--- src/sv/plane_moving_average_macros.svh ---
// ----------------------------------------------------------------------------
// plane moving average assertion macros
// shared concurrent assertion helpers for the plane moving average rtl
// ----------------------------------------------------------------------------
`ifndef PLANE_MOVING_AVERAGE_MACROS_SVH
`define PLANE_MOVING_AVERAGE_MACROS_SVH

// property must hold at every clock edge outside reset
`define PMA_ASSERT(lbl, clk, rst_n, prop, msg) \
  lbl: assert property (@(posedge clk) disable iff (!(rst_n)) (prop)) else $error(msg);

// condition must never be true outside reset
`define PMA_ASSERT_NEVER(lbl, clk, rst_n, cond, msg) \
  `PMA_ASSERT(lbl, clk, rst_n, !(cond), msg)

`endif

--- src/sv/pma_pkg.sv ---
// ----------------------------------------------------------------------------
// plane moving average package
// shared types and constants for the plane moving average block
// ----------------------------------------------------------------------------
package pma_pkg;

  localparam int NUM_LANES = 7;
  localparam int OUT_W     = 32;
  localparam int CFG_W     = 6;

  localparam logic [CFG_W-1:0] WINDOW_RESET = 6'd8;

  typedef enum logic [2:0] {
    ST_IDLE,
    ST_READ,
    ST_UPDATE,
    ST_LOAD,
    ST_DIV,
    ST_DONE
  } pma_state_e;

  typedef struct packed {
    logic capture;
    logic clear;
    logic rd_en;
    logic update;
    logic evict;
    logic load;
    logic step;
  } pma_lane_ctrl_t;

endpackage

--- src/sv/pma_merge.sv ---
// ----------------------------------------------------------------------------
// pma merge
// gathers the lane quotients, keeps the last result and drives the output
// ----------------------------------------------------------------------------
module pma_merge import pma_pkg::*; (
  input  logic                             clk_i,
  input  logic                             rst_ni,
  input  logic                             done_i,
  input  logic                             present_i,
  input  logic [NUM_LANES-1:0][OUT_W-1:0]  lane_res_i,
  input  logic                             out_stall_i,
  output logic                             taken_o,
  output logic                             out_valid_o,
  output logic                             result_valid_o,
  output logic [NUM_LANES-1:0][OUT_W-1:0]  avg_o
);

  logic [NUM_LANES-1:0][OUT_W-1:0] last_q, last_d;
  logic                            have_q, have_d;
  logic                            out_valid_q;
  logic                            res_valid_q;
  logic [NUM_LANES-1:0][OUT_W-1:0] avg_q;

  assign taken_o = done_i && (!out_valid_q || !out_stall_i);
  assign last_d  = present_i ? lane_res_i : last_q;
  assign have_d  = present_i | have_q;

  always_ff @(posedge clk_i or negedge rst_ni) begin
    if (!rst_ni) begin
      last_q      <= '0;
      have_q      <= 1'b0;
      out_valid_q <= 1'b0;
    end else begin
      if (taken_o) begin
        last_q      <= last_d;
        have_q      <= have_d;
        out_valid_q <= 1'b1;
      end else if (!out_stall_i) begin
        out_valid_q <= 1'b0;
      end
    end
  end

  always_ff @(posedge clk_i) begin
    if (taken_o) begin
      avg_q       <= last_d;
      res_valid_q <= have_d;
    end
  end

  assign out_valid_o    = out_valid_q;
  assign result_valid_o = res_valid_q;
  assign avg_o          = avg_q;

endmodule

--- config.mk ---
export PLATFORM = sky130hd
export DESIGN_NAME = pma_merge
export DESIGN_NICKNAME = d
export VERILOG_FILES = /design/src/sv/plane_moving_average_macros.svh /design/src/sv/pma_pkg.sv /design/src/sv/pma_merge.sv
export SDC_FILE = /design/constraint.sdc
export NUM_CORES = 1
export LEC_CHECK = 0
export BUFFER_PORTS_ARGS = -buffer_cell sky130_fd_sc_hd__buf_2
export CORE_ASPECT_RATIO = 0.5
export CORE_MARGIN = 5
export CORE_UTILIZATION = 35
export DETAILED_ROUTE_END_ITERATION = 10
export GPL_TIMING_DRIVEN = 0
export SLEW_MARGIN = 20
export SYNTH_ARGS = -nofsm -noshare
export SYNTH_HDL_FRONTEND = slang
export SYNTH_SLANG_ARGS = --single-unit
--- constraint.sdc ---
create_clock -name clk_i -period 6.8 [get_ports clk_i]
set_input_delay 0.34 -clock clk_i [delete_from_list [all_inputs] [get_ports clk_i]]
set_output_delay 0.34 -clock clk_i [all_outputs]
set_load 0.03 [all_outputs]
-- Word level (Yosys, flattened, before mapping)
Index checks and enable logic that the tools add are counted.
- register bits: 451
- output and inout bits: 227
- logic and storage cells: 26
- input port bits: 229
- bitwise gates (word level): 1
- reduce and logical (&&, ||, !) cells: 4
- eq/ne operators: 1
- muxes and demuxes: 3
- operators by type and width (kind ; number):
    224-bit 2-to-1 mux ; 1
    1-bit logical NOT ; 2
    1-bit 2-to-1 mux ; 2
    2-bit by 1-bit != test with 1-bit output, second input constant ; 1
    1-bit logical AND ; 1
    1-bit logical OR ; 1
    1-bit OR ; 1

-- Logic depth before layout (Yosys ltp)
- depth after elaboration: 4
- depth in mapped cells: 5
- depth with buffers taken out: 3

-- Worst setup path before layout
OpenSTA, ideal clock, no wires.
- kind: register -> register
- from: register out_valid_q (netlist: out_valid_o)
- to: register avg_q (netlist bit avg_o[0]) (enable)
- data arrival time: 6020 ps
- library setup time: 625 ps
- data required time: 6175 ps
- buffers on the path: 0
- path slack: 155 ps
- period minus slack after synthesis: 6645 ps
- stages on the path, launching flop included: 3
- path through: dfrtp_1 nand2_1 and2_1
- longest elaborated chain between the ends: 3
- ends and longest elaborated chain (element ; line ; RTL):
    from (decl) ; pma_merge.sv:20 ; logic out_valid_q;
    from (signal assigned) ; pma_merge.sv:32 ; out_valid_q <= 1'b0;
    from (signal assigned) ; pma_merge.sv:37 ; out_valid_q <= 1'b1;
    from (signal assigned) ; pma_merge.sv:39 ; out_valid_q <= 1'b0;
    1-bit logical NOT ; pma_merge.sv:24 ; assign taken_o = done_i && (!out_valid_q || !out_stall_i);
    1-bit logical OR ; pma_merge.sv:24 ;
    1-bit logical AND ; pma_merge.sv:24 ;
    named net taken_o ; pma_merge.sv:12 ; output logic taken_o,
    to (signal assigned) ; pma_merge.sv:46 ; avg_q <= last_d;
    to (decl) ; pma_merge.sv:22 ; logic [NUM_LANES-1:0][OUT_W-1:0] avg_q;
The timed path passes the listed nets, and every way through them passes these cells.
A chain may end at the register's enable or synchronous reset.

-- Worst setup path in the final report
- from: register out_valid_q (netlist: out_valid_o)
- to: output port taken_o
- longest elaborated chain between the ends: 3
- ends and longest elaborated chain (element ; line):
    1-bit logical NOT ; pma_merge.sv:24
    1-bit logical OR ; pma_merge.sv:24
    1-bit logical AND ; pma_merge.sv:24
    to (decl) ; pma_merge.sv:12
No other way between the ends.

==> impl_metrics.tcl <==
set metrics [dict create \
    outcome "finished, final reports clean" \
    clock-root-buffer "clkbuf_16" \
    die_y_um 169 \
    peakVddDrop_v 0.000162 \
    nets 1777 \
    vias_per_cell 4.63 \
    dpl_cell_area_mm2 0.0211 \
    io_pins 456 \
    fp-row-count 58 \
    drt_first_iter_violations 384 \
    final.period_utilization_pct 35.8 \
    skew_ns 0.0198 \
    p_leak_nw 9.76 \
    critical_path_class "reg2out" \
    drt-total-wl_um 47700 \
    synth_cell_type_count 11 \
    drcViolationCount 0 \
    place.gp.congestion 0.798 \
    syn_area_per_cell_um2 18.6 \
    final_antenna_net_count 0 \
    grt_pass1_vias 11955 \
    clock_power_share_pct 35.3 \
    cap_viol_max_count 0 \
    ys_warn_count 0 \
    worst_pin_slew_ns 0.512 \
    intPower_w 0.00520 \
    postLayoutCoreUtil_pct 46.7 \
    p_seq_share_pct 49.2 \
    drive_above_1_share_pct 55.5 \
    final_cell_mix "buf_2 (501), mux2_2 (299), dfrtp_1 (226), edfxtp_1 (225), mux2_1 (149)" \
    final_common_cell "buf_2" \
    rsz0062_at_grt "no" \
    post_cts_buffers 0 \
    hpwl_um 34600 \
    core_area_mm2 0.0502 \
    fp.dieW_um 328 \
    initial_core_util_pct 35.3 \
    ff2ff_setup_slack_ns 4.85 \
    layout_setup_ws_ns 4.37 \
    pwr-share-comb_pct 15.5 \
    worstHoldPathCells 2 \
    grt_start_max_net_pins 93 \
    seq_area_frac_synth_pct 69.9 \
    area_growth_pct 32.1 \
    r2r-start "out_valid_o" \
    dpl.cell_count 2105 \
    wl_per_cell_um 20.8 \
    setup.worst_path.end_class "output pin" \
    switching_share_pct 25.8 \
    fmax_ghz 0.411 \
    cpPeakStageDelay_ns 0.39 \
    slew_headroom_pct 65.9 \
    buffer_ports.inserted 454 \
    cts.repair.resized 0 \
    htreeDepth 2 \
    slew_viol_final 0 \
    cts_made_buffers 45 \
    preCtsSetupSlack_ns 4.78 \
    postSynthCellCount 954 \
    ys_seq_elements 451 \
    hold_viol 0 \
    powerDensity_mw_per_mm2 299 \
    p_switching_w 0.00180 \
    path_cells "nand2_1, and2_4, buf_16, buf_2" \
    grt_use_total_pct 16.5 \
    clkTransAtPathRegs_ns 0.06 \
    via_count 10627 \
    setup_viol 0 \
    dieArea_mm2 0.0556 \
    synth_nets 1183 \
    final_area_mm2 0.0234 \
    fin_tns_setup_ns 0 \
    critical_path_required_ns 6.46 \
    cts_sinks 451 \
    clock_latency_ns 0.55 \
    reg2regPathDepth 4 \
    grt_first_pass_wirelength_um 70900 \
    worst_ep_arrival_time_ns 2.09 \
    hp-class "in2reg" \
    drtPass1Iterations 6 \
    cp-startpoint "out_valid_o" \
    cts_tree "done" \
    stdcell_count 2293 \
    synth.cell_area_mm2 0.0178 \
    antenna_found_initial 18 \
    cp-endpoint "taken_o" \
    start_kind "flop" \
    clock_path_buffers 3 \
    grt_remaining_overflow 0 \
    crit_slowest_cell "dfrtp_1" \
    cp_max_fo 52 \
    timing.rr.end "avg_o[112]" \
    min_period_ns 2.43 \
]
synth_stat cells:
cell type	number	area share, %
mux2_2	299	19
and2_1	1	0.035
mux2_1	149	9.5
dfrtp_1	226	32
nand3_4	1	0.099
or2_2	1	0.035
nand2_1	1	0.021
nand2b_1	2	0.070
buf_2	48	1.4
buf_4	1	0.042
edfxtp_1	225	38
state kept, by name (all words and copies together), names as in the netlist:
signal          cells
have_q              1
result_valid_o      1
avg_o             224
last_q            224
out_valid_o         1
worst max-delay path, delay by kind of cell, from the launching register on:
family,cells,cell delay (ns)
buffers and inverters,2,0.59
flip-flops,1,0.39
AND/OR/NAND/NOR,2,0.54
power groups by stage:
stage	logic [W]	clock network, W	registers [W]
after floorplan	0.000462	0	0.00372
final	0.00109	0.00247	0.00345
after global routing	0.00117	0.00267	0.00349
after global placement	0.00100	0	0.00351
after detailed placement	0.00106	0	0.00351
after CTS	0.00111	0.00255	0.00345
logic make-up (layout without fill, tap and decap cells):
kind of cell,count (synthesis),count (layout),share of synthesized area [%]
buf+inv,49,680,1.40
flops,451,451,69.9
mux,448,448,28.4
other cells,0,18,0
simple gates,6,6,0.261
stage by stage:
stage,hold slack (ns),power [W]
6_report,0.0316,0.00701
5_1_grt,0.00324,0.00733
4_1_cts,0.000204,0.00711
3_5_place_dp,0.304,0.00456
3_3_place_gp,0.451,0.00451
2_1_floorplan,0.0444,0.00419
worst min path at each step:
stage,from,endpoint,slack (ns)
3_5_place_dp,rst_ni,last_q[36],0.30
3_3_place_gp,have_q,have_q,0.45
2_1_floorplan,rst_ni,have_q,0.04
4_1_cts,lane_res_i[96],last_q[96],0.0002
6_report,lane_res_i[130],last_q[130],0.03
5_1_grt,lane_res_i[46],last_q[46],0.003
repair_timing:
action | in CTS | in global routing
endpoints found under the hold margin | 134 | 0
endpoints found under the setup margin | 0 | 0
hold buffers | 86 | 0
per-layer routing:
metal  routed length, µm  global-route usage (%)
met4                2590                    8.27
met2               27200                    32.7
met1               16700                    17.2
met3                1260                    2.11
met5                   0                       0
final cells by class:
class                      count  area (µm²)
timing repair buffer         547        3310
antenna                       18        45.0
clock buffer                  64        1250
buffer                        49         248
fill                        4427       26800
sequential                   451       12400
tap                          690         863
multi-input combinational    454        5090
clock inverter                20         218
Power figures use the tool's default switching activity.
