$ cat src/sv/plane_moving_average_macros.svh
// ----------------------------------------------------------------------------
// plane moving average assertion macros
// shared concurrent assertion helpers for the plane moving average rtl
// ----------------------------------------------------------------------------
`ifndef PLANE_MOVING_AVERAGE_MACROS_SVH
`define PLANE_MOVING_AVERAGE_MACROS_SVH

// property must hold at every clock edge outside reset
`define PMA_ASSERT(lbl, clk, rst_n, prop, msg) \
  lbl: assert property (@(posedge clk) disable iff (!(rst_n)) (prop)) else $error(msg);

// condition must never be true outside reset
`define PMA_ASSERT_NEVER(lbl, clk, rst_n, cond, msg) \
  `PMA_ASSERT(lbl, clk, rst_n, !(cond), msg)

`endif

$ cat src/sv/pma_pkg.sv
// ----------------------------------------------------------------------------
// plane moving average package
// shared types and constants for the plane moving average block
// ----------------------------------------------------------------------------
package pma_pkg;

  localparam int NUM_LANES = 7;
  localparam int OUT_W     = 32;
  localparam int CFG_W     = 6;

  localparam logic [CFG_W-1:0] WINDOW_RESET = 6'd8;

  typedef enum logic [2:0] {
    ST_IDLE,
    ST_READ,
    ST_UPDATE,
    ST_LOAD,
    ST_DIV,
    ST_DONE
  } pma_state_e;

  typedef struct packed {
    logic capture;
    logic clear;
    logic rd_en;
    logic update;
    logic evict;
    logic load;
    logic step;
  } pma_lane_ctrl_t;

endpackage

$ cat src/sv/pma_ram.sv
// ----------------------------------------------------------------------------
// pma ram
// generic single write port ram with one registered read port
// ----------------------------------------------------------------------------
module pma_ram #(
  parameter int WIDTH = 32,
  parameter int DEPTH = 32
) (
  input  logic                     clk_i,
  input  logic                     we_i,
  input  logic [$clog2(DEPTH)-1:0] waddr_i,
  input  logic [WIDTH-1:0]         wdata_i,
  input  logic                     re_i,
  input  logic [$clog2(DEPTH)-1:0] raddr_i,
  output logic [WIDTH-1:0]         rdata_o
);

  logic [WIDTH-1:0] mem_q [DEPTH];
  logic [WIDTH-1:0] rdata_q;

  always_ff @(posedge clk_i) begin
    if (we_i) begin
      mem_q[waddr_i] <= wdata_i;
    end
    if (re_i) begin
      rdata_q <= mem_q[raddr_i];
    end
  end

  assign rdata_o = rdata_q;

endmodule

$ cat src/sv/pma_lane.sv
// ----------------------------------------------------------------------------
// pma lane
// one component: sample history, running sum and serial signed divider
// ----------------------------------------------------------------------------
module pma_lane import pma_pkg::*; #(
  parameter int SAMPLE_BITS = 32,
  parameter int MAX_WINDOW  = 32
) (
  input  logic                            clk_i,
  input  logic                            rst_ni,
  input  pma_lane_ctrl_t                  ctrl_i,
  input  logic [SAMPLE_BITS-1:0]          sample_i,
  input  logic [$clog2(MAX_WINDOW)-1:0]   addr_i,
  input  logic [$clog2(MAX_WINDOW+1)-1:0] divisor_i,
  output logic [OUT_W-1:0]                result_o
);

  localparam int SUM_W = SAMPLE_BITS + $clog2(MAX_WINDOW);
  localparam int CNT_W = $clog2(MAX_WINDOW + 1);
  localparam int EXT_W = (SUM_W > OUT_W) ? SUM_W : OUT_W;

  logic [SAMPLE_BITS-1:0] sample_q;
  logic [SAMPLE_BITS-1:0] old_sample;
  logic [SUM_W-1:0]       sum_q, sum_d;
  logic [SUM_W-1:0]       dq_q, dq_d;
  logic [CNT_W-1:0]       rem_q, rem_d;
  logic                   neg_q;
  logic [CNT_W:0]         rem_shift;
  logic                   qbit;
  logic [SUM_W-1:0]       quot;
  logic [EXT_W-1:0]       quot_ext;

  pma_ram #(
    .WIDTH(SAMPLE_BITS),
    .DEPTH(MAX_WINDOW)
  ) u_hist (
    .clk_i  (clk_i),
    .we_i   (ctrl_i.update),
    .waddr_i(addr_i),
    .wdata_i(sample_q),
    .re_i   (ctrl_i.rd_en),
    .raddr_i(addr_i),
    .rdata_o(old_sample)
  );

  always_comb begin
    sum_d = sum_q + SUM_W'($signed(sample_q));
    if (ctrl_i.evict) begin
      sum_d = sum_d - SUM_W'($signed(old_sample));
    end
  end

  // restoring division, one quotient bit per step
  always_comb begin
    rem_shift = {rem_q, dq_q[SUM_W-1]};
    qbit      = (rem_shift >= {1'b0, divisor_i});
    rem_d     = qbit ? CNT_W'(rem_shift - {1'b0, divisor_i}) : rem_shift[CNT_W-1:0];
    dq_d      = {dq_q[SUM_W-2:0], qbit};
  end

  always_ff @(posedge clk_i) begin
    if (ctrl_i.capture) begin
      sample_q <= sample_i;
    end
    if (ctrl_i.load) begin
      neg_q <= sum_q[SUM_W-1];
      dq_q  <= sum_q[SUM_W-1] ? (~sum_q + 1'b1) : sum_q;
      rem_q <= '0;
    end else if (ctrl_i.step) begin
      dq_q  <= dq_d;
      rem_q <= rem_d;
    end
  end

  always_ff @(posedge clk_i or negedge rst_ni) begin
    if (!rst_ni) begin
      sum_q <= '0;
    end else if (ctrl_i.clear) begin
      sum_q <= '0;
    end else if (ctrl_i.update) begin
      sum_q <= sum_d;
    end
  end

  assign quot     = neg_q ? (~dq_q + 1'b1) : dq_q;
  assign quot_ext = EXT_W'($signed(quot));
  assign result_o = quot_ext[OUT_W-1:0];

endmodule

$ cat config.mk
export PLATFORM = sky130hd
export DESIGN_NAME = pma_lane
export DESIGN_NICKNAME = d
export VERILOG_FILES = /design/src/sv/plane_moving_average_macros.svh /design/src/sv/pma_pkg.sv /design/src/sv/pma_ram.sv /design/src/sv/pma_lane.sv
export SDC_FILE = /design/constraint.sdc
export NUM_CORES = 1
export LEC_CHECK = 0
export BUFFER_PORTS_ARGS = -buffer_cell sky130_fd_sc_hd__buf_2
export CAP_MARGIN = 20
export CORE_MARGIN = 8
export CORE_UTILIZATION = 24
export DETAILED_ROUTE_END_ITERATION = 10
export HOLD_SLACK_MARGIN = 0.15
export PLACE_DENSITY_LB_ADDON = 0.05
export SETUP_SLACK_MARGIN = 0.1
export SLEW_MARGIN = 15
export SYNTH_ARGS = -nofsm -noshare
export SYNTH_HDL_FRONTEND = slang
export SYNTH_SLANG_ARGS = --single-unit
$ cat constraint.sdc
create_clock -name clk_i -period 7.6 [get_ports clk_i]
set_input_delay 1.14 -clock clk_i [delete_from_list [all_inputs] [get_ports clk_i]]
set_output_delay 1.14 -clock clk_i [all_outputs]
set_load 0.01 [all_outputs]
Yosys cells after proc, flatten, opt, wreduce, memory -nomap -nowiden
Memory sizes are Yosys's and may differ from the RTL's. A register that Yosys moved wholly into a read port is not among the register bits.
Index checks and enable logic that the tools add are counted.

cells by class
  $add $sub $neg = 5
  reductions and logical operators = 2
  shift operators = 0
  $mul = 0
  equality and inequality tests = 0
  bitwise gates (word level) = 2
  muxes and demuxes = 10
  $lt $le $gt $ge = 1
  div/mod/pow operators = 0

operator list
  operator                                       number
  two-way mux 37 bit                             6
  adder 37 x 1 -> 37 bit, second input constant  1
  adder 37 bit                                   1
  NOT 37 bit                                     1
  subtractor 37 bit                              1
  adder 32 x 1 -> 32 bit, second input constant  1
  two-way mux 32 bit                             1
  NOT 32 bit                                     1
  >= comparator 7 x 6 -> 1 bit                   1
  two-way mux 6 bit                              1
  subtractor 6 bit                               1
  nonzero test 2 bit                             2
  two-way mux 1 bit                              2

word-level totals
  input bits = 52
  bits in registers = 113
  memory bits (read-only) = 0
  latch bits = 0
  output and inout port bits = 32
  bits in writable memories = 1024
  memories kept = 1
  word-level logic and storage cells = 26

memories
  memory        depth  bits a word  read ports  clocked after Yosys merged registers in  write ports  line           text
  u_hist.mem_q  32     32           1           1                                        1            pma_ram.sv:18  logic [WIDTH-1:0] mem_q [DEPTH];

Depth between registers and ports, before layout
Gate-level depths: netlist (run 1).

  depth in word-level cells = 5
  depth in mapped cells = 23
  gate-level depth less buffers = 23

Cells and area by module
Synthesis (run 1) repeated with hierarchy kept, for this count alone.

second synthesis, totals
  cells, all modules = 3439
  area total of the unflattened synthesis = 50878.8 um^2

modules (own cells, without submodules)
  module    cells an instance  instances  sequential area each (um^2)  area each (um^2)
  pma_ram   2260               1          31710.4                      40805.4
  pma_lane  1179               1          3148.0                       10073.4

Least setup slack after synthesis (run 1)
Ideal clock, no wire load.

  kind = register to register
  start = register sample_q[0]
  end = register sum_q[36]
  required time = 7475 ps
  library setup time = 125 ps
  data arrival time = 5233 ps
  setup slack = 2242 ps
  stages on the path, launching flop included = 21
  clock period less this slack = 5358 ps
  path through = edfxtp_1 -> ha_1 -> fa_1 -> a211oi_1 -> o21ai_0 -> a21oi_1 -> a211oi_1 -> a41oi_1 -> o21ai_0 -> xor2_1 -> ha_1 -> and4_1 -> a221oi_1 -> or2_2 -> o311ai_0 -> a31o_2 -> a31oi_1 -> mux2i_1 -> xnor3_1 -> nand2_1 -> mux2_2

on the way
  longest elaborated chain between the ends = 5

RTL lines
  element                 line            text
  start, declared         pma_lane.sv:22  logic [SAMPLE_BITS-1:0] sample_q;
  start signal, assigned  pma_lane.sv:63  sample_q <= sample_i;
  adder 37 bit (*)        pma_lane.sv:47  sum_d = sum_q + SUM_W'($signed(sample_q));
  subtractor 37 bit       pma_lane.sv:49  sum_d = sum_d - SUM_W'($signed(old_sample));
  two-way mux 37 bit (*)  pma_lane.sv:48  if (ctrl_i.evict) begin
  two-way mux 37 bit (*)  pma_lane.sv:80  end else if (ctrl_i.update) begin
  two-way mux 37 bit (*)  pma_lane.sv:78  end else if (ctrl_i.clear) begin
  end signal, assigned    pma_lane.sv:81  sum_q <= sum_d;
  end, declared           pma_lane.sv:24  logic [SUM_W-1:0] sum_q, sum_d;

Every way passes the cells marked *; elsewhere a longest branch is shown, timed or not. The select of a mux whose other input is x is not followed.
A chain may end at the register's enable or synchronous reset.

Worst setup path in the final report (run 1)
  start = register sample_q[7]
  end = register sum_q[36]

The elaborated chain is that of the path after synthesis.

==> results of run 1 <==
-- power by group through the flow --
| stage | clock, mW | sequential (mW) | combinational, mW |
|---|---|---|---|
| final | 6.55 | 7.62 | 3.57 |
| after CTS | 6.78 | 7.63 | 3.63 |
| after floorplan | 0 | 7.67 | 2.48 |
| after detailed placement | 0 | 7.77 | 3.61 |
| after global placement | 0 | 7.76 | 3.62 |
| after global routing | 7.00 | 7.65 | 3.98 |
-- worst max path at each step --
stage                end         from
2_1_floorplan  sum_q[36]  sample_q[0]
3_3_place_gp   sum_q[36]  sample_q[3]
3_5_place_dp   sum_q[36]  sample_q[3]
4_1_cts        sum_q[36]  sample_q[3]
5_1_grt        sum_q[36]  sample_q[7]
6_report       sum_q[36]  sample_q[7]
-- area by class of cell --
class	count	area [sq um]	area share, %
Inverter	68	255	0.440
Multi-Input combinational cell	1393	13800	23.8
Sequential cell	1169	34900	60.1
Timing Repair Buffer	181	1270	2.20
Clock buffer	186	3820	6.59
Clock inverter	72	608	1.05
Tap cell	2688	3360	5.80
Antenna cell	1	2.50	0.00431
-- worst max-delay path: stages (launching register included) --
cell and delay, ns:
edfxtp_1 1.08, ha_1 0.39, inv_1 0.08, nor4_1 0.25, a21oi_1 0.18, a211oi_1 0.50, a41oi_1 0.37, o21ai_0 0.36
xor2_1 0.26, ha_1 0.35, and4_1 0.24, a221oi_1 0.35, or2_2 0.18, o311ai_0 0.17, a31o_2 0.32, a31oi_1 0.21
mux2i_1 0.27, xnor3_1 0.33, nand2_1 0.08, mux2_2 0.33
-- stage by stage --
step           total power, mW  cells  setup WS, ns  area [sq um]  hold WS (ns)
2_1_floorplan             10.2   2775          2.24         49200         0.446
3_3_place_gp              11.4   5494          1.16         53500         0.461
3_5_place_dp              11.4   5496          1.00         53500         0.470
4_1_cts                   18.0   5754         0.968         58000         0.437
5_1_grt                   18.6   5757         0.655         58000         0.468
6_report                  17.7   5758          1.15         58000         0.470
-- metal layers --
| metal | share of wire, % | vias to the layer above |
|---|---|---|
| met1 | 47 | 14700 |
| met3 | 3.3 | 171 |
| met4 | 1.6 | 0 |
| li1 | - | 11700 |
| met2 | 48 | 512 |
| met5 | 0 | - |
-- cells by family (layout without fill, tap and decap cells) --
family,after synthesis,count (layout),share of synthesized area [%]
other,0,1,0
XOR/XNOR,130,130,2.34
AO/OA/AOI/OAI,469,469,6.37
multiplexers,297,297,12.6
adder cells (fa/ha/maj),83,83,2.16
AND/OR/NAND/NOR,414,414,4.11
flip-flops,1169,1169,70.8
buffers and inverters,213,507,1.63
-- state kept, by name, indices dropped and copies added, names as in the netlist --
| signal | count |
|---|---|
| u_hist.rdata_o | 32 |
| dq_q | 37 |
| u_hist.mem_q | 1024 |
| neg_q | 1 |
| rem_q | 6 |
| sample_q | 32 |
| sum_q | 37 |
-- layout by cell type (no fill, tap or decap), types with 80 or more instances in the layout --
cell / instances
a22oi_1: 128
a21oi_1: 106
edfxtp_1: 1126
buf_2: 81
xnor2_1: 82
clkbuf_16: 147
mux4_2: 256
nor2_1: 134
buf_4: 90
ha_1: 80
==> flow_metrics.py, run 1 <==
metrics = {
    "synth": {
        "ys_warn_count": 0,
        "ys_seq_area_share_pct": 70.8,
        "netlist_area_sq_um": 49200,
        "synth_nets": 2910,
        "yosysMostFrequentCell": "edfxtp_1",
        "synth.ff_latch_count": 1169,
        "synth_edf_count": 1126,
        "synth_top_area_share_pct": 68.7,
        "synthArstFlopShare_pct": 3.17,
        "syn_area_per_cell_sq_um": 17.7,
        "synth_common_cells": "edfxtp_1 (1126), mux4_2 (256), nor2_1 (167), a22oi_1 (128), clkbuf_1 (112)",
        "synth_cells": 2775,
        "ys.flop_type": "edfxtp_1",
        "yosysTopAreaCell": "edfxtp_1",
        "synth.area.top_cells": "edfxtp_1 (69%), mux4_2 (12%), ha_1 (2.0%), a22oi_1 (2.0%), dfrtp_1 (1.9%)",
        "yosysUniqueCellTypes": 63,
    },
    "global_route": {
        "antenna_found_initial": 6,
        "top_usage_layer": "met2",
        "grtUsageMet2_pct": 25.2,
        "grt_pass1_vias": 28600,
        "grt_max_degree": 83,
        "met3_usage_pct": 2.19,
        "grt_use_met1_pct": 21.0,
        "grt_pass1_wl_microns": 234000,
        "overflow": 0,
        "grt_usage_pct": 15.1,
    },
    "cells_and_area": {
        "nFillCells": 20300,
        "syn_to_final_growth_pct": 17.9,
        "layout-drive-gt1-share_pct": 22.9,
        "final_util_pct": 28.4,
        "final_nets": 3092,
    },
    "sta": {
        "tightestPinTransition_ns": 1.11,
        "fin_crit_sh_pct": 84.9,
        "fin_skew_ns": 0.0406,
        "timing.fmax_ghz": 0.155,
        "finalSetupViolCount": 0,
        "timing.setup.tns_ns": 0,
        "hold_viol_final": 0,
        "period_minus_slack_ns": 6.45,
        "slew_headroom_pct": 26.0,
        "drv_slew": 0,
        "rsz0062_at_grt": "no",
    },
    "setup_path": {
        "end_kind": "flop",
        "arrival_ns": 7.10,
        "worstPathMaxFanout": 33,
        "r2r-start": "sample_q[7]",
        "r2r_slack_ns": 1.15,
        "crit_type": "reg -> reg",
        "cp-start-kind": "flop",
        "r2r-end": "sum_q[36]",
        "crit_required_ns": 8.25,
        "reg2regPathDepth": 19,
    },
    "power": {
        "internal_power_mw": 12.5,
        "clkPwrFrac_pct": 36.9,
        "seqPwrFrac_pct": 43.0,
        "power_density_nw_per_um2": 306,
        "combPwrFrac_pct": 20.1,
        "sw_frac_of_total_pct": 29.3,
        "peakVddDrop_mv": 0.242,
        "p_sw_mw": 5.19,
        "p_leak_nw": 18.8,
    },
    "run": {
        "maxCapViolCount": 0,
    },
    "cts": {
        "post_cts_buffers": 0,
        "path_clk_slew_ns": 0.05,
        "cts_made_buffers": 144,
        "ctsResizeCount": 0,
        "cts.sinks": 1169,
        "clk_latency_ns": 0.80,
        "cts_tree": "built",
        "htreeDepth": 4,
        "hold_buffers": 0,
        "clk_root_buffer_cell": "clkbuf_16",
        "clockBufferDepth": 3,
    },
    "min_path": {
        "worstHoldStart": "rem_q[5]",
        "whs_path_depth": 2,
        "hold_path_end": "rem_q[5]",
        "hold_class": "reg -> reg",
    },
    "drt": {
        "drcViolationCount": 0,
        "drtPass1Iterations": 5,
        "drtAntennaViolNets": 0,
        "wire_per_inst_microns": 29.2,
        "wl_microns": 168000,
        "routed-via-count": 27000,
        "drtIter0Drc": 2054,
        "viasPerCell": 4.69,
    },
    "floorplanning": {
        "die_area_sq_um": 220000,
        "core_sq_um": 204000,
        "rows": 166,
        "io_pins": 84,
        "start_util_pct": 24.1,
        "dieWidth_microns": 469,
        "die_h_microns": 469,
    },
    "placement": {
        "finalWeightedCongestion": 0.778,
        "port_buffers": 83,
        "dp.final_hpwl_microns": 101000,
    },
    "outcome": {
        "status": "finished, final reports clean",
    },
}
(Power assumes the default switching activity.)
==> run 2, diff against run 1 <==
clock period = 5.31 ns   (was 7.6 ns; I/O delays follow)
==> flow_metrics.py, run 2 (synthesis results as in run 1) <==
metrics = {
    "power": {
        "p_leak_nw": 20.1,
        "peakVddDrop_mv": 0.370,
        "power_density_nw_per_um2": 445,
    },
    "drt": {
        "routed-via-count": 27600,
        "viasPerCell": 4.62,
        "drtAntennaViolNets": 0,
        "drtIter0Drc": 2092,
        "wire_per_inst_microns": 28.6,
        "drcViolationCount": 0,
        "wl_microns": 171000,
        "drtPass1Iterations": 5,
    },
    "sta": {
        "rsz0062_at_grt": "yes",
        "fin_crit_sh_pct": 96.5,
        "finalSetupViolCount": 0,
        "hold_viol_final": 0,
        "tightestPinTransition_ns": 1.02,
        "fin_skew_ns": 0.0216,
        "timing.setup.tns_ns": 0,
        "period_minus_slack_ns": 5.12,
        "slew_headroom_pct": 32.0,
        "timing.fmax_ghz": 0.195,
        "drv_slew": 0,
    },
    "floorplanning": {
        "dieWidth_microns": 469,
        "die_h_microns": 469,
        "core_sq_um": 204000,
        "start_util_pct": 24.1,
        "rows": 166,
        "io_pins": 84,
        "die_area_sq_um": 220000,
    },
    "global_route": {
        "grt_max_degree": 75,
        "antenna_found_initial": 13,
        "overflow": 0,
        "grt_usage_pct": 15.4,
        "grt_pass1_vias": 29100,
        "grt_pass1_wl_microns": 236000,
    },
    "setup_path": {
        "crit_chain": "ha_4 > fa_2 > a211oi_4 > o21ai_2 > a21oi_2 > buf_4 > a211oi_4 > buf_6 > buf_6 > a41oi_4 > o21ai_2 > xor2_1 > ha_1 > a21o_1 > a221oi_4 > or2_4 > o311ai_4 > a31o_4 > a31oi_4 > mux2i_1 > xnor3_1 > nand2_1 > mux2_4",
        "crit_type": "reg -> reg",
        "slowest_stage": "edfxtp_1",
        "end_kind": "flop",
        "worstPathMaxFanout": 4,
        "crit_family": "compound AO/OA/AOI/OAI gates",
        "cp_num_buf_inv": 3,
        "crit_required_ns": 5.97,
        "cp_slowest_stage_delay_ns": 0.43,
        "cp-start-kind": "flop",
        "arrival_ns": 5.79,
    },
    "cts": {
        "cts.sinks": 1169,
        "htreeDepth": 4,
        "cts_made_buffers": 145,
        "clk_latency_ns": 0.78,
        "path_clk_slew_ns": 0.06,
        "cts_tree": "built",
        "clk_root_buffer_cell": "clkbuf_16",
        "clockBufferDepth": 3,
    },
    "placement": {
        "finalWeightedCongestion": 0.771,
        "port_buffers": 83,
        "dp.final_hpwl_microns": 109000,
        "dp.cells": 5682,
        "place_area_sq_um": 55300,
    },
    "outcome": {
        "status": "finished, final reports clean",
    },
    "cells_and_area": {
        "multiInputGateArea_sq_um": 14200,
        "top_regs": "u_hist.mem_q (1024), dq_q (37), sum_q (37)",
        "mostFrequentLayoutCells": "edfxtp_1 (1126), buf_4 (258), mux4_2 (256), clkbuf_16 (151), nor2_1 (132)",
        "nFillCells": 20100,
        "regArea_sq_um": 34900,
        "layout-drive-gt1-share_pct": 29.0,
        "syn_to_final_growth_pct": 23.0,
        "mostFrequentLayoutCell": "edfxtp_1",
        "stdcell_count": 5976,
        "final_nets": 3303,
        "largest_reg_flops": 1024,
        "max_flop_register": "u_hist.mem_q",
        "finalInstanceArea_sq_um": 60500,
    },
    "run": {
        "maxCapViolCount": 0,
    },
    "min_path": {
        "hold_class": "in -> reg",
    },
}
run 2: cell count changes in the layout (fill, tap and decap cells not counted), sizes merged:
cell,before,now
inv,77,76
clkbuf,186,184
buf,181,377
bufinv,6,9
clkinv,54,55
clkinvlp,3,7
dlygate4sd3,0,14
diode,1,4
run 2: final timing paths:
kind / startpoint / to / slack, ns / depth (start not counted)
min in group asynchronous: rst_ni / sum_q[5] / 0.69 / 3
worst min register to register: rem_q[5] / rem_q[5] / 0.47 / 2
max in group asynchronous: rst_ni / sum_q[18] / 4.15 / 3
worst min-delay path: sample_i[24] / sample_q[24] / 0.23 / 1
worst max-delay path: sample_q[0] / sum_q[36] / 0.19 / 23
worst max register to register: sample_q[0] / sum_q[36] / 0.19 / 23
run 2: final cells by class:
| type | instances | share of cell area [%] |
|---|---|---|
| Tap cell | 2688 | 5.55 |
| Antenna cell | 4 | 0.0165 |
| Clock inverter | 79 | 1.16 |
| Timing Repair Buffer | 391 | 5.34 |
| Multi-Input combinational cell | 1393 | 23.5 |
| Inverter | 68 | 0.422 |
| Sequential cell | 1169 | 57.6 |
| Clock buffer | 184 | 6.46 |
run 2: stage by stage:
step	util [%]	hold slack [ns]	setup WS [ns]	power, mW
finish	29.7	0.230	0.187	26.9
global route	29.7	0.176	-0.0402	28.2
CTS	29.5	0.150	0.104	27.1
detailed placement	27.1	0.471	-0.509	17.1
global placement	27.0	0.464	-0.627	17.1
floorplan	-	0.446	0.110	14.5
run 2: report_power, final:
part	switching [mW]	internal, mW
clock network	3.99	5.66
logic	3.55	2.92
registers	0.288	10.5
total	7.83	19.1
run 2: what timing repair did:
item / CTS / global route
gates resized for setup: 37 / 42
hold buffers: 14 / 0
pin swaps: 15 / 31
endpoints found under the setup margin: 13 / 9
hold endpoints to repair: 50 / 0
setup buffers: 5 / 9
run 2: layer usage:
layer	global-route usage [%]	up-vias	share of wire [%]
met5	0	-	0
met4	3.75	0	2.0
met3	2.63	171	4.0
met2	25.6	551	48
met1	20.9	14800	46
li1	-	12100	-
